<file path="config.mk">
export PLATFORM = sky130hd
export DESIGN_NAME = deadline_ordered_timer_queue
export DESIGN_NICKNAME = d
export VERILOG_FILES = /design/src/sv/dotq_pkg.sv /design/src/sv/dotq_cell.sv /design/src/sv/deadline_ordered_timer_queue.sv
export SDC_FILE = /design/constraint.sdc
export NUM_CORES = 2
export LEC_CHECK = 0
export ABC_CLOCK_PERIOD_IN_PS = 10300
export BUFFER_PORTS_ARGS = -buffer_cell sky130_fd_sc_hd__buf_2
export CORE_MARGIN = 2
export CORE_UTILIZATION = 60
export CTS_CLUSTER_SIZE = 25
export DETAILED_ROUTE_END_ITERATION = 6
export PLACE_DENSITY_LB_ADDON = 0.12
export SETUP_SLACK_MARGIN = 0.5
export SLEW_MARGIN = 10
export SYNTH_ARGS = -nofsm -noshare
export SYNTH_HDL_FRONTEND = slang
export SYNTH_SLANG_ARGS = --single-unit
</file>
<file path="constraint.sdc">
create_clock -name clk -period 10.3 [get_ports clk]
set_input_delay 0.515 -clock clk [delete_from_list [all_inputs] [get_ports clk]]
set_output_delay 0.515 -clock clk [all_outputs]
set_load 0.05 [all_outputs]
</file>
<file path="src/sv/dotq_pkg.sv">
// Shared types and constants for the deadline-ordered timer queue.
`default_nettype none

package dotq_pkg;

  localparam int QUEUE_DEPTH = 16;
  localparam int TIME_BITS   = 48;
  localparam int HANDLE_BITS = 16;
  localparam int CNT_BITS    = $clog2(QUEUE_DEPTH + 1);

  // Request codes carried on in_req_type.
  typedef enum logic {
    REQ_INSERT = 1'b0,
    REQ_POLL   = 1'b1
  } req_type_t;

  // What every cell does on an execute cycle.
  typedef enum logic [1:0] {
    CELL_HOLD   = 2'd0,
    CELL_INSERT = 2'd1,
    CELL_POP    = 2'd2
  } cell_op_t;

  // One queued task.
  typedef struct packed {
    logic [TIME_BITS-1:0]   deadline;
    logic [HANDLE_BITS-1:0] handle;
    logic                   nestable;
  } entry_t;

  // Control broadcast from the top level to one cell.
  typedef struct packed {
    cell_op_t op;
    logic     occupied;
  } cell_ctl_t;

endpackage

`default_nettype wire

</file>
<file path="src/sv/dotq_cell.sv">
// One slot of the sorted chain: holds an entry and trades it with its neighbors.
`default_nettype none

module dotq_cell (
  input  wire                      clk,
  input  wire dotq_pkg::cell_ctl_t ctl,
  input  wire dotq_pkg::entry_t    new_entry,
  input  wire dotq_pkg::entry_t    left_entry,
  input  wire dotq_pkg::entry_t    right_entry,
  input  wire                      left_keep,
  output logic                     keep,
  output dotq_pkg::entry_t         entry
);

  dotq_pkg::entry_t entry_r;
  dotq_pkg::entry_t entry_nxt;

  // An occupied cell whose deadline is not later than the new one stays put.
  assign keep = ctl.occupied && (entry_r.deadline <= new_entry.deadline);

  // On insert the first moving cell takes the new item, the rest shift right.
  // On pop every cell takes its right neighbor's entry; the last one keeps its own.
  always_comb begin
    entry_nxt = entry_r;
    case (ctl.op)
      dotq_pkg::CELL_INSERT: begin
        if (keep) begin
          entry_nxt = entry_r;
        end else if (!left_keep) begin
          entry_nxt = left_entry;
        end else begin
          entry_nxt = new_entry;
        end
      end
      dotq_pkg::CELL_POP: begin
        entry_nxt = right_entry;
      end
      default: begin
        entry_nxt = entry_r;
      end
    endcase
  end

  always_ff @(posedge clk) begin
    entry_r <= entry_nxt;
  end

  assign entry = entry_r;

endmodule

`default_nettype wire

</file>
<file path="src/sv/deadline_ordered_timer_queue.sv">
// Top level of the deadline-ordered timer queue: request capture, cell chain and result.
//
//   channel | ports                                   | handshake
//   --------+-----------------------------------------+-------------------------------
//   input   | in_req_type, in_task_handle, in_deadline | taken when start && !busy
//           | in_is_nestable, in_now_time, in_loop_nested |
//   result  | out_accepted ... out_next_deadline      | one-cycle strobe on out_valid
//
// Each item is first captured into the request registers; then, with busy high,
// the whole cell chain compares in parallel and shifts by one place. The result
// strobes in the cycle after that, which overlaps the capture of the next item.
// Reset clears the entry count and the handshake state; entry contents are not
// cleared. The receiver cannot stall: a result is shown for exactly one cycle.
`default_nettype none

module deadline_ordered_timer_queue (
  input  wire                                 clk,
  input  wire                                 rst_n,
  input  wire                                 start,
  output logic                                busy,
  input  wire                                 in_req_type,
  input  wire  [dotq_pkg::HANDLE_BITS-1:0]    in_task_handle,
  input  wire  [dotq_pkg::TIME_BITS-1:0]      in_deadline,
  input  wire                                 in_is_nestable,
  input  wire  [dotq_pkg::TIME_BITS-1:0]      in_now_time,
  input  wire                                 in_loop_nested,
  output logic                                out_valid,
  output logic                                out_accepted,
  output logic                                out_became_head,
  output logic                                out_task_valid,
  output logic [dotq_pkg::HANDLE_BITS-1:0]    out_task_out,
  output logic                                out_run_now,
  output logic                                out_next_valid,
  output logic [dotq_pkg::TIME_BITS-1:0]      out_next_deadline
);

  localparam int D = dotq_pkg::QUEUE_DEPTH;

  // Captured request.
  logic                               busy_r;
  dotq_pkg::req_type_t                req_r;
  dotq_pkg::entry_t                   new_r;
  logic [dotq_pkg::TIME_BITS-1:0]     now_r;
  logic                               nested_r;
  logic [dotq_pkg::CNT_BITS-1:0]      count_r;
  logic [dotq_pkg::CNT_BITS-1:0]      count_nxt;

  // Result registers.
  logic                               out_valid_r;
  logic                               accepted_r, accepted_nxt;
  logic                               head_r, head_nxt;
  logic                               task_valid_r, task_valid_nxt;
  logic [dotq_pkg::HANDLE_BITS-1:0]   task_out_r, task_out_nxt;
  logic                               run_now_r, run_now_nxt;
  logic                               next_valid_r, next_valid_nxt;
  logic [dotq_pkg::TIME_BITS-1:0]     next_dl_r, next_dl_nxt;

  // Chain wiring.
  dotq_pkg::cell_op_t                 op;
  dotq_pkg::entry_t                   cell_q [D];
  logic                               keep_q [D];
  logic                               full, empty, due, accept;

  assign accept = start && !busy_r;
  assign busy   = busy_r;
  assign full   = (count_r == dotq_pkg::CNT_BITS'(D));
  assign empty  = (count_r == '0);
  assign due    = (cell_q[0].deadline <= now_r);

  // Capture the request; the time argument and the flag are both kept.
  always_ff @(posedge clk) begin
    if (!rst_n) begin
      busy_r <= 1'b0;
    end else if (accept) begin
      busy_r <= 1'b1;
    end else begin
      busy_r <= 1'b0;
    end
  end

  always_ff @(posedge clk) begin
    if (accept) begin
      req_r        <= dotq_pkg::req_type_t'(in_req_type);
      new_r.deadline <= in_deadline;
      new_r.handle   <= in_task_handle;
      new_r.nestable <= in_is_nestable;
      now_r        <= in_now_time;
      nested_r     <= in_loop_nested;
    end
  end

  // Decide the chain operation and the result on the execute cycle.
  always_comb begin
    op             = dotq_pkg::CELL_HOLD;
    count_nxt      = count_r;
    accepted_nxt   = 1'b0;
    head_nxt       = 1'b0;
    task_valid_nxt = 1'b0;
    task_out_nxt   = '0;
    run_now_nxt    = 1'b0;
    next_valid_nxt = 1'b0;
    next_dl_nxt    = '0;
    if (busy_r) begin
      case (req_r)
        dotq_pkg::REQ_INSERT: begin
          if (!full) begin
            op           = dotq_pkg::CELL_INSERT;
            count_nxt    = count_r + 1'b1;
            accepted_nxt = 1'b1;
            head_nxt     = !keep_q[0];
          end
        end
        dotq_pkg::REQ_POLL: begin
          if (!empty) begin
            if (!due) begin
              next_valid_nxt = 1'b1;
              next_dl_nxt    = cell_q[0].deadline;
            end else begin
              op             = dotq_pkg::CELL_POP;
              count_nxt      = count_r - 1'b1;
              task_valid_nxt = 1'b1;
              task_out_nxt   = cell_q[0].handle;
              run_now_nxt    = !nested_r || cell_q[0].nestable;
              if (count_r > dotq_pkg::CNT_BITS'(1)) begin
                next_valid_nxt = 1'b1;
                next_dl_nxt    = cell_q[1].deadline;
              end
            end
          end
        end
        default: begin
          op = dotq_pkg::CELL_HOLD;
        end
      endcase
    end
  end

  // Entry count.
  always_ff @(posedge clk) begin
    if (!rst_n) begin
      count_r <= '0;
    end else begin
      count_r <= count_nxt;
    end
  end

  // Result strobe and fields.
  always_ff @(posedge clk) begin
    if (!rst_n) begin
      out_valid_r <= 1'b0;
    end else begin
      out_valid_r <= busy_r;
    end
  end

  always_ff @(posedge clk) begin
    accepted_r   <= accepted_nxt;
    head_r       <= head_nxt;
    task_valid_r <= task_valid_nxt;
    task_out_r   <= task_out_nxt;
    run_now_r    <= run_now_nxt;
    next_valid_r <= next_valid_nxt;
    next_dl_r    <= next_dl_nxt;
  end

  assign out_valid         = out_valid_r;
  assign out_accepted      = accepted_r;
  assign out_became_head   = head_r;
  assign out_task_valid    = task_valid_r;
  assign out_task_out      = task_out_r;
  assign out_run_now       = run_now_r;
  assign out_next_valid    = next_valid_r;
  assign out_next_deadline = next_dl_r;

  // The row of cells, head at index zero.
  for (genvar i = 0; i < D; i++) begin : g_cell
    dotq_pkg::cell_ctl_t ctl;
    dotq_pkg::entry_t    left_e;
    dotq_pkg::entry_t    right_e;
    logic                left_k;

    assign ctl = {op, (dotq_pkg::CNT_BITS'(i) < count_r)};

    if (i == 0) begin : g_first
      assign left_e = new_r;
      assign left_k = 1'b0;
    end else begin : g_mid
      assign left_e = cell_q[i-1];
      assign left_k = keep_q[i-1];
    end

    if (i == D - 1) begin : g_last
      assign right_e = cell_q[i];
    end else begin : g_inner
      assign right_e = cell_q[i+1];
    end

    dotq_cell u_cell (
      .clk         (clk),
      .ctl         (ctl),
      .new_entry   (new_r),
      .left_entry  (left_e),
      .right_entry (right_e),
      .left_keep   (left_k),
      .keep        (keep_q[i]),
      .entry       (cell_q[i])
    );
  end

`ifndef SYNTHESIS
  // The count never goes past the number of cells.
  a_count_bound: assert property (@(posedge clk) disable iff (!rst_n)
    count_r <= dotq_pkg::CNT_BITS'(D))
    else $error("entry count above queue depth");

  // Every execute cycle is followed by exactly one result strobe.
  a_strobe_follows: assert property (@(posedge clk) disable iff (!rst_n)
    busy_r |=> out_valid_r)
    else $error("execute cycle without result");

  // The execute cycle lasts one cycle.
  a_busy_single: assert property (@(posedge clk) disable iff (!rst_n)
    busy_r |=> !busy_r)
    else $error("busy held for more than one cycle");

  // The count moves only on an execute cycle.
  a_count_stable: assert property (@(posedge clk) disable iff (!rst_n)
    !busy_r |=> $stable(count_r))
    else $error("entry count changed while idle");

  // An insert result and a popped task never appear together.
  a_result_kind: assert property (@(posedge clk) disable iff (!rst_n)
    out_valid_r |-> !(accepted_r && task_valid_r))
    else $error("result marks both insert and pop");
`endif

endmodule

`default_nettype wire
</file>
-- After elaboration in Yosys (flattened, before gate mapping)
Index checks and enable logic that the tools add are counted.
- flip-flop bits (word level): 1231
- input port bits: 118
- word-level logic and storage cells: 230
- output and inout bits: 71
- muxes and demuxes: 61
- $add $sub $neg: 2
- magnitude comparators: 34
- reductions and logical operators: 44
- bitwise logic cells: 4
- eq/ne operators: 21
- operators with widths (cell ; number):
    65-bit two-way mux ; 30
    65-bit case mux with 2 select lines ; 15
    48-bit <= comparator ; 17
    48-bit two-way mux ; 2
    4-bit by 5-bit < comparator with 1-bit output (first input constant) ; 8
    2-bit inequality test (second input constant) ; 17
    2-bit AND reduction ; 16
    3-bit by 5-bit < comparator with 1-bit output (first input constant) ; 4
    1-bit logical AND ; 17
    5-bit two-way mux ; 3
    1-bit by 5-bit < comparator with 1-bit output (first input constant) ; 2
    2-bit by 5-bit < comparator with 1-bit output (first input constant) ; 2
    5-bit case mux with 2 select lines ; 1
    1-bit two-way mux ; 6
    2-bit two-way mux ; 3
    3-bit OR reduction ; 2
    5-bit by 1-bit adder with 5-bit output (second input constant) ; 1
    5-bit == test (second input constant) ; 1
    5-bit by 1-bit greater-than comparator with 1-bit output (second input constant) ; 1
    5-bit zero test ; 1
    5-bit by 1-bit subtractor with 5-bit output (second input constant) ; 1
    1-bit NOT ; 4
    2-bit case mux with 2 select lines ; 1
    4-bit AND reduction ; 1
    8 further kinds ; 10

-- Depth between registers and ports, before layout
- depth in word-level cells: 8
- mapped depth: 16
- gate-level depth less buffers: 11

-- Cells and area by module
From an unflattened synthesis, not the netlist that was laid out.
- cell total of the unflattened synthesis: 7950
- area total of the unflattened synthesis: 79872.9 um2
- by module, submodules not included (module ; seq. area each (um2) ; cells each ; area each (um2) ; times used):
    dotq_cell ; 1951.9 ; 456 ; 4501.8 ; 16
    deadline_ordered_timer_queue ; 4974.8 ; 654 ; 7843.8 ; 1

-- Least setup slack after synthesis
No wires, ideal clock.
- path type: flip-flop to flip-flop
- start: register new_r (netlist bit g_cell[0].left_e[64])
- end: register g_cell[7].u_cell.entry_r (netlist bit g_cell[7].u_cell.entry[0]) (enable)
- stages on the path, launching flop included: 13
- data required time: 9716 ps
- arrival time: 8058 ps
- library setup time: 584 ps
- clock period less this slack: 8642 ps
- slack: 1658 ps
- path buffers: 3
- cell sequence: edfxtp_1 -> clkbuf_1 -> inv_1 -> ha_1 -> nand4_1 -> or4_1 -> or4_1 -> nor2_1 -> nor4_1 -> o221a_2 -> clkbuf_1 -> clkbuf_1 -> o31ai_1
- longest elaborated chain between the ends: 4
- ends and longest elaborated chain (item ; line ; source):
    start, declared ; deadline_ordered_timer_queue.sv:42 ; dotq_pkg::entry_t new_r;
    48-bit <= comparator ; dotq_cell.sv:19 ; assign keep = ctl.occupied && (entry_r.deadline <= new_entry.deadline);
    1-bit logical AND ; dotq_cell.sv:19 ;
    2-bit inequality test (no source line) ; -- ;
    2-bit AND reduction (no source line) ; -- ;
    end signal, assigned ; dotq_cell.sv:45 ; entry_r <= entry_nxt;
    end, declared ; dotq_cell.sv:15 ; dotq_pkg::entry_t entry_r;
Every way passes these cells.
A chain may end at the register's enable or synchronous reset.

==> results_dict.tcl <==
set metrics [dict create \
    postCtsHoldBufs 115 \
    overflow 0 \
    ys_top_cells_by_count "edfxtp_1 (1155), nand2_1 (1135), o21ai_0 (1000)" \
    drc 6 \
    power_uw 13500 \
    drt-pass1-iter-count 7 \
    yosysTopAreaCell "edfxtp_1" \
    area_growth_syn_to_layout_pct 11.0 \
    synth.most_common_cell "edfxtp_1" \
    grt_start_max_net_pins 288 \
    hold_class "input pin to flop" \
    coreArea_um2 126000 \
    synth_area_leaders "edfxtp_1 (46%), ha_1 (13%), mux2i_1 (10%)" \
    cts-root-buf "clkbuf_16" \
    crit_arrival_ns 7.06 \
    viasPerCell 6.58 \
    start_kind "flop" \
    cp_slowest_cell "buf_4" \
    ctsHtreeMaxLevel 4 \
    grt_pass1_vias 57800 \
    cp_cell_sequence "ha_1, and4_1, nand2_1, nor3_1, nand3_1, mux2i_4, buf_4, o21ai_4, inv_8, buf_12, buf_4, o21ai_0" \
    met2_usage_pct 57.3 \
    ant_nets 0 \
    routabilityCongestion 1.00 \
    post-place-ws_ns 3.95 \
    status "complete, but fails checks" \
    synth.distinct_cells 63 \
    fin_util_pct 67.1 \
    max_freq_ghz 0.152 \
    io_buffers 188 \
    min_period_over_period_pct 63.9 \
    crit_fanout 244 \
    timing.setup.tns_ns 0 \
    layout_setup_ws_ns 3.72 \
    die_x_um 360 \
    grt_busiest_layer "met2" \
    worst_clock_skew_ns 0.0270 \
    critical_path_required_ns 10.78 \
    rows 130 \
    peakVddDrop_mv 0.166 \
    ctsResizeCount 0 \
    clock_path_buffers 3 \
    worstMarginPinSlew_ns 1.32 \
    numCtsBuffers 140 \
    grtUsageTotal_pct 36.1 \
    final-seq-area_um2 36200 \
    yosysWarnings 0 \
    maxSlewHeadroom_pct 12.2 \
    nets 8292 \
    avgSynthCellArea_um2 10.5 \
    setup_viol 0 \
    synth_cells 7248 \
    cts_tree "yes" \
    hold_viol_final 0 \
    cpPeakStageDelay_ns 0.95 \
    start_util_pct 60.4 \
    crit_type "flop to flop" \
    worst-path-buf-inv 4 \
    crit_family "buffers and inverters" \
    maxCapViolations 0 \
    drt_iter0_drc 6820 \
    dieArea_um2 130000 \
    drive_gt1_share_pct 8.74 \
    powerDensity_nw_per_um2 160 \
    crit_top_cell "buf_4" \
    clkTransAtPathRegs_ns 0.06 \
    rsz0062_at_grt "false" \
    multi_input_area_um2 37700 \
    routed_wl_um 239000 \
    end_kind "flop" \
    synth-edff-count 1155 \
    ys_seq_elements 1231 \
    maxSlewViolCount 0 \
    gr-usage-met3_pct 8.86 \
    ys.flop_type "edfxtp_1" \
    synth_area_um2 76000 \
    period_needed_ns 6.58 \
    synth_seq_area_share_pct 47.6 \
    ios 189 \
    r2r-start "g_cell[0].u_cell.entry[30]" \
    p_leak_uw 0.0349 \
    grt_pass1_wl_um 356000 \
    mappedNetlistNets 8185 \
    vias 60000 \
    startpoint "g_cell[0].u_cell.entry[30]" \
    hpwl_um 164000 \
    min-delay-start "rst_n" \
    grt_antenna_before_repair 9 \
    async_flop_share_pct 0 \
    grt_use_met1_pct 46.6 \
    synth_top_area_share_pct 45.6 \
    whs_ns 0.126 \
    drt-wirelength-per-cell_um 26.2 \
    violations "DRC" \
    post_cts_buffers 0 \
    clock_sinks 1231 \
    clk_latency_ns 0.81 \
    die_h_um 360 \
    fillers 9701 \
]
final timing paths:
path / to / slack, ns / depth (start not counted)
worst min-delay path: busy / 0.13 / 2
worst min register to register: out_run_now / 0.43 / 1
worst max-delay path: g_cell[12].u_cell.entry[7] / 3.72 / 12
worst max register to register: g_cell[12].u_cell.entry[7] / 3.72 / 12
through the flow:
stage                     instances  area (µm²)
final                          9121       84400
after global routing           9119       84300
after CTS                      9118       84300
after detailed placement       8747       78500
after global placement         8747       78500
after floorplan                7248       76000
power by group:
group / leakage (µW) / internal (µW) / switching (µW)
sequential: 0.0112 / 5860 / 259
clock: 0.00231 / 3000 / 2200
combinational: 0.0214 / 785 / 1360
total: 0.0349 / 9650 / 3820
cells in the final DEF, fill, tap and decap left out, types with 22 or more instances in the layout:
master,Yosys,routed
o21ai_0,1000,998
clkbuf_1,288,26
clkbuf_16,0,140
o21ai_1,114,114
a21oi_1,477,473
mux2_2,67,67
a21o_1,48,47
and2_1,23,22
and4_1,36,36
ha_1,819,819
buf_2,126,188
nor2b_1,32,31
mux2i_1,784,783
nor2_1,199,197
o211ai_1,34,34
nor4_1,25,23
nor3_1,54,52
buf_4,6,119
clkinv_2,0,27
a211oi_1,38,37
a31oi_1,137,136
edfxtp_1,1155,1155
dfxtp_1,76,76
a221oi_1,27,27
dlygate4sd3_1,0,115
nand3_1,72,70
inv_1,142,141
nand2_1,1135,1124
nand4_1,156,156
area by class of cell:
class,instances,share of cell area (%)
multi-input combinational,5412,44.7
sequential,1231,42.9
clock buffer,174,4.40
timing repair buffer,427,3.64
tap,1650,2.45
clock inverter,82,1.21
inverter,143,0.645
antenna,2,0.00593
routing by layer:
metal | wire [µm] | up-vias
met5 | 71 | -
met4 | 11900 | 10
met3 | 24100 | 654
met2 | 109000 | 2923
met1 | 94000 | 29000
li1 | - | 27400
logic make-up (layout without fill, tap and decap cells):
| logic type | after synthesis | count (layout) | share of synthesized area [%] |
|---|---|---|---|
| flops | 1231 | 1231 | 47.6 |
| mux | 851 | 851 | 11.3 |
| buf+inv | 605 | 826 | 3.23 |
| other cells | 0 | 2 | 0 |
| compound gates | 1963 | 1963 | 14.1 |
| fa+ha+maj | 819 | 819 | 13.5 |
| xor+xnor | 1 | 1 | 0.0115 |
| simple gates | 1778 | 1778 | 10.2 |
sequential cells by signal, indices dropped and copies added (netlist names):
signal               count
out_task_out            16
now_r                   48
req_r                    1
out_next_valid           1
g_cell.left_e           65
g_cell.u_cell.entry   1040
count_r                  5
nested_r                 1
out_task_valid           1
out_run_now              1
out_valid                1
out_next_deadline       48
out_became_head          1
busy                     1
out_accepted             1
Power figures use the tool's default switching activity.
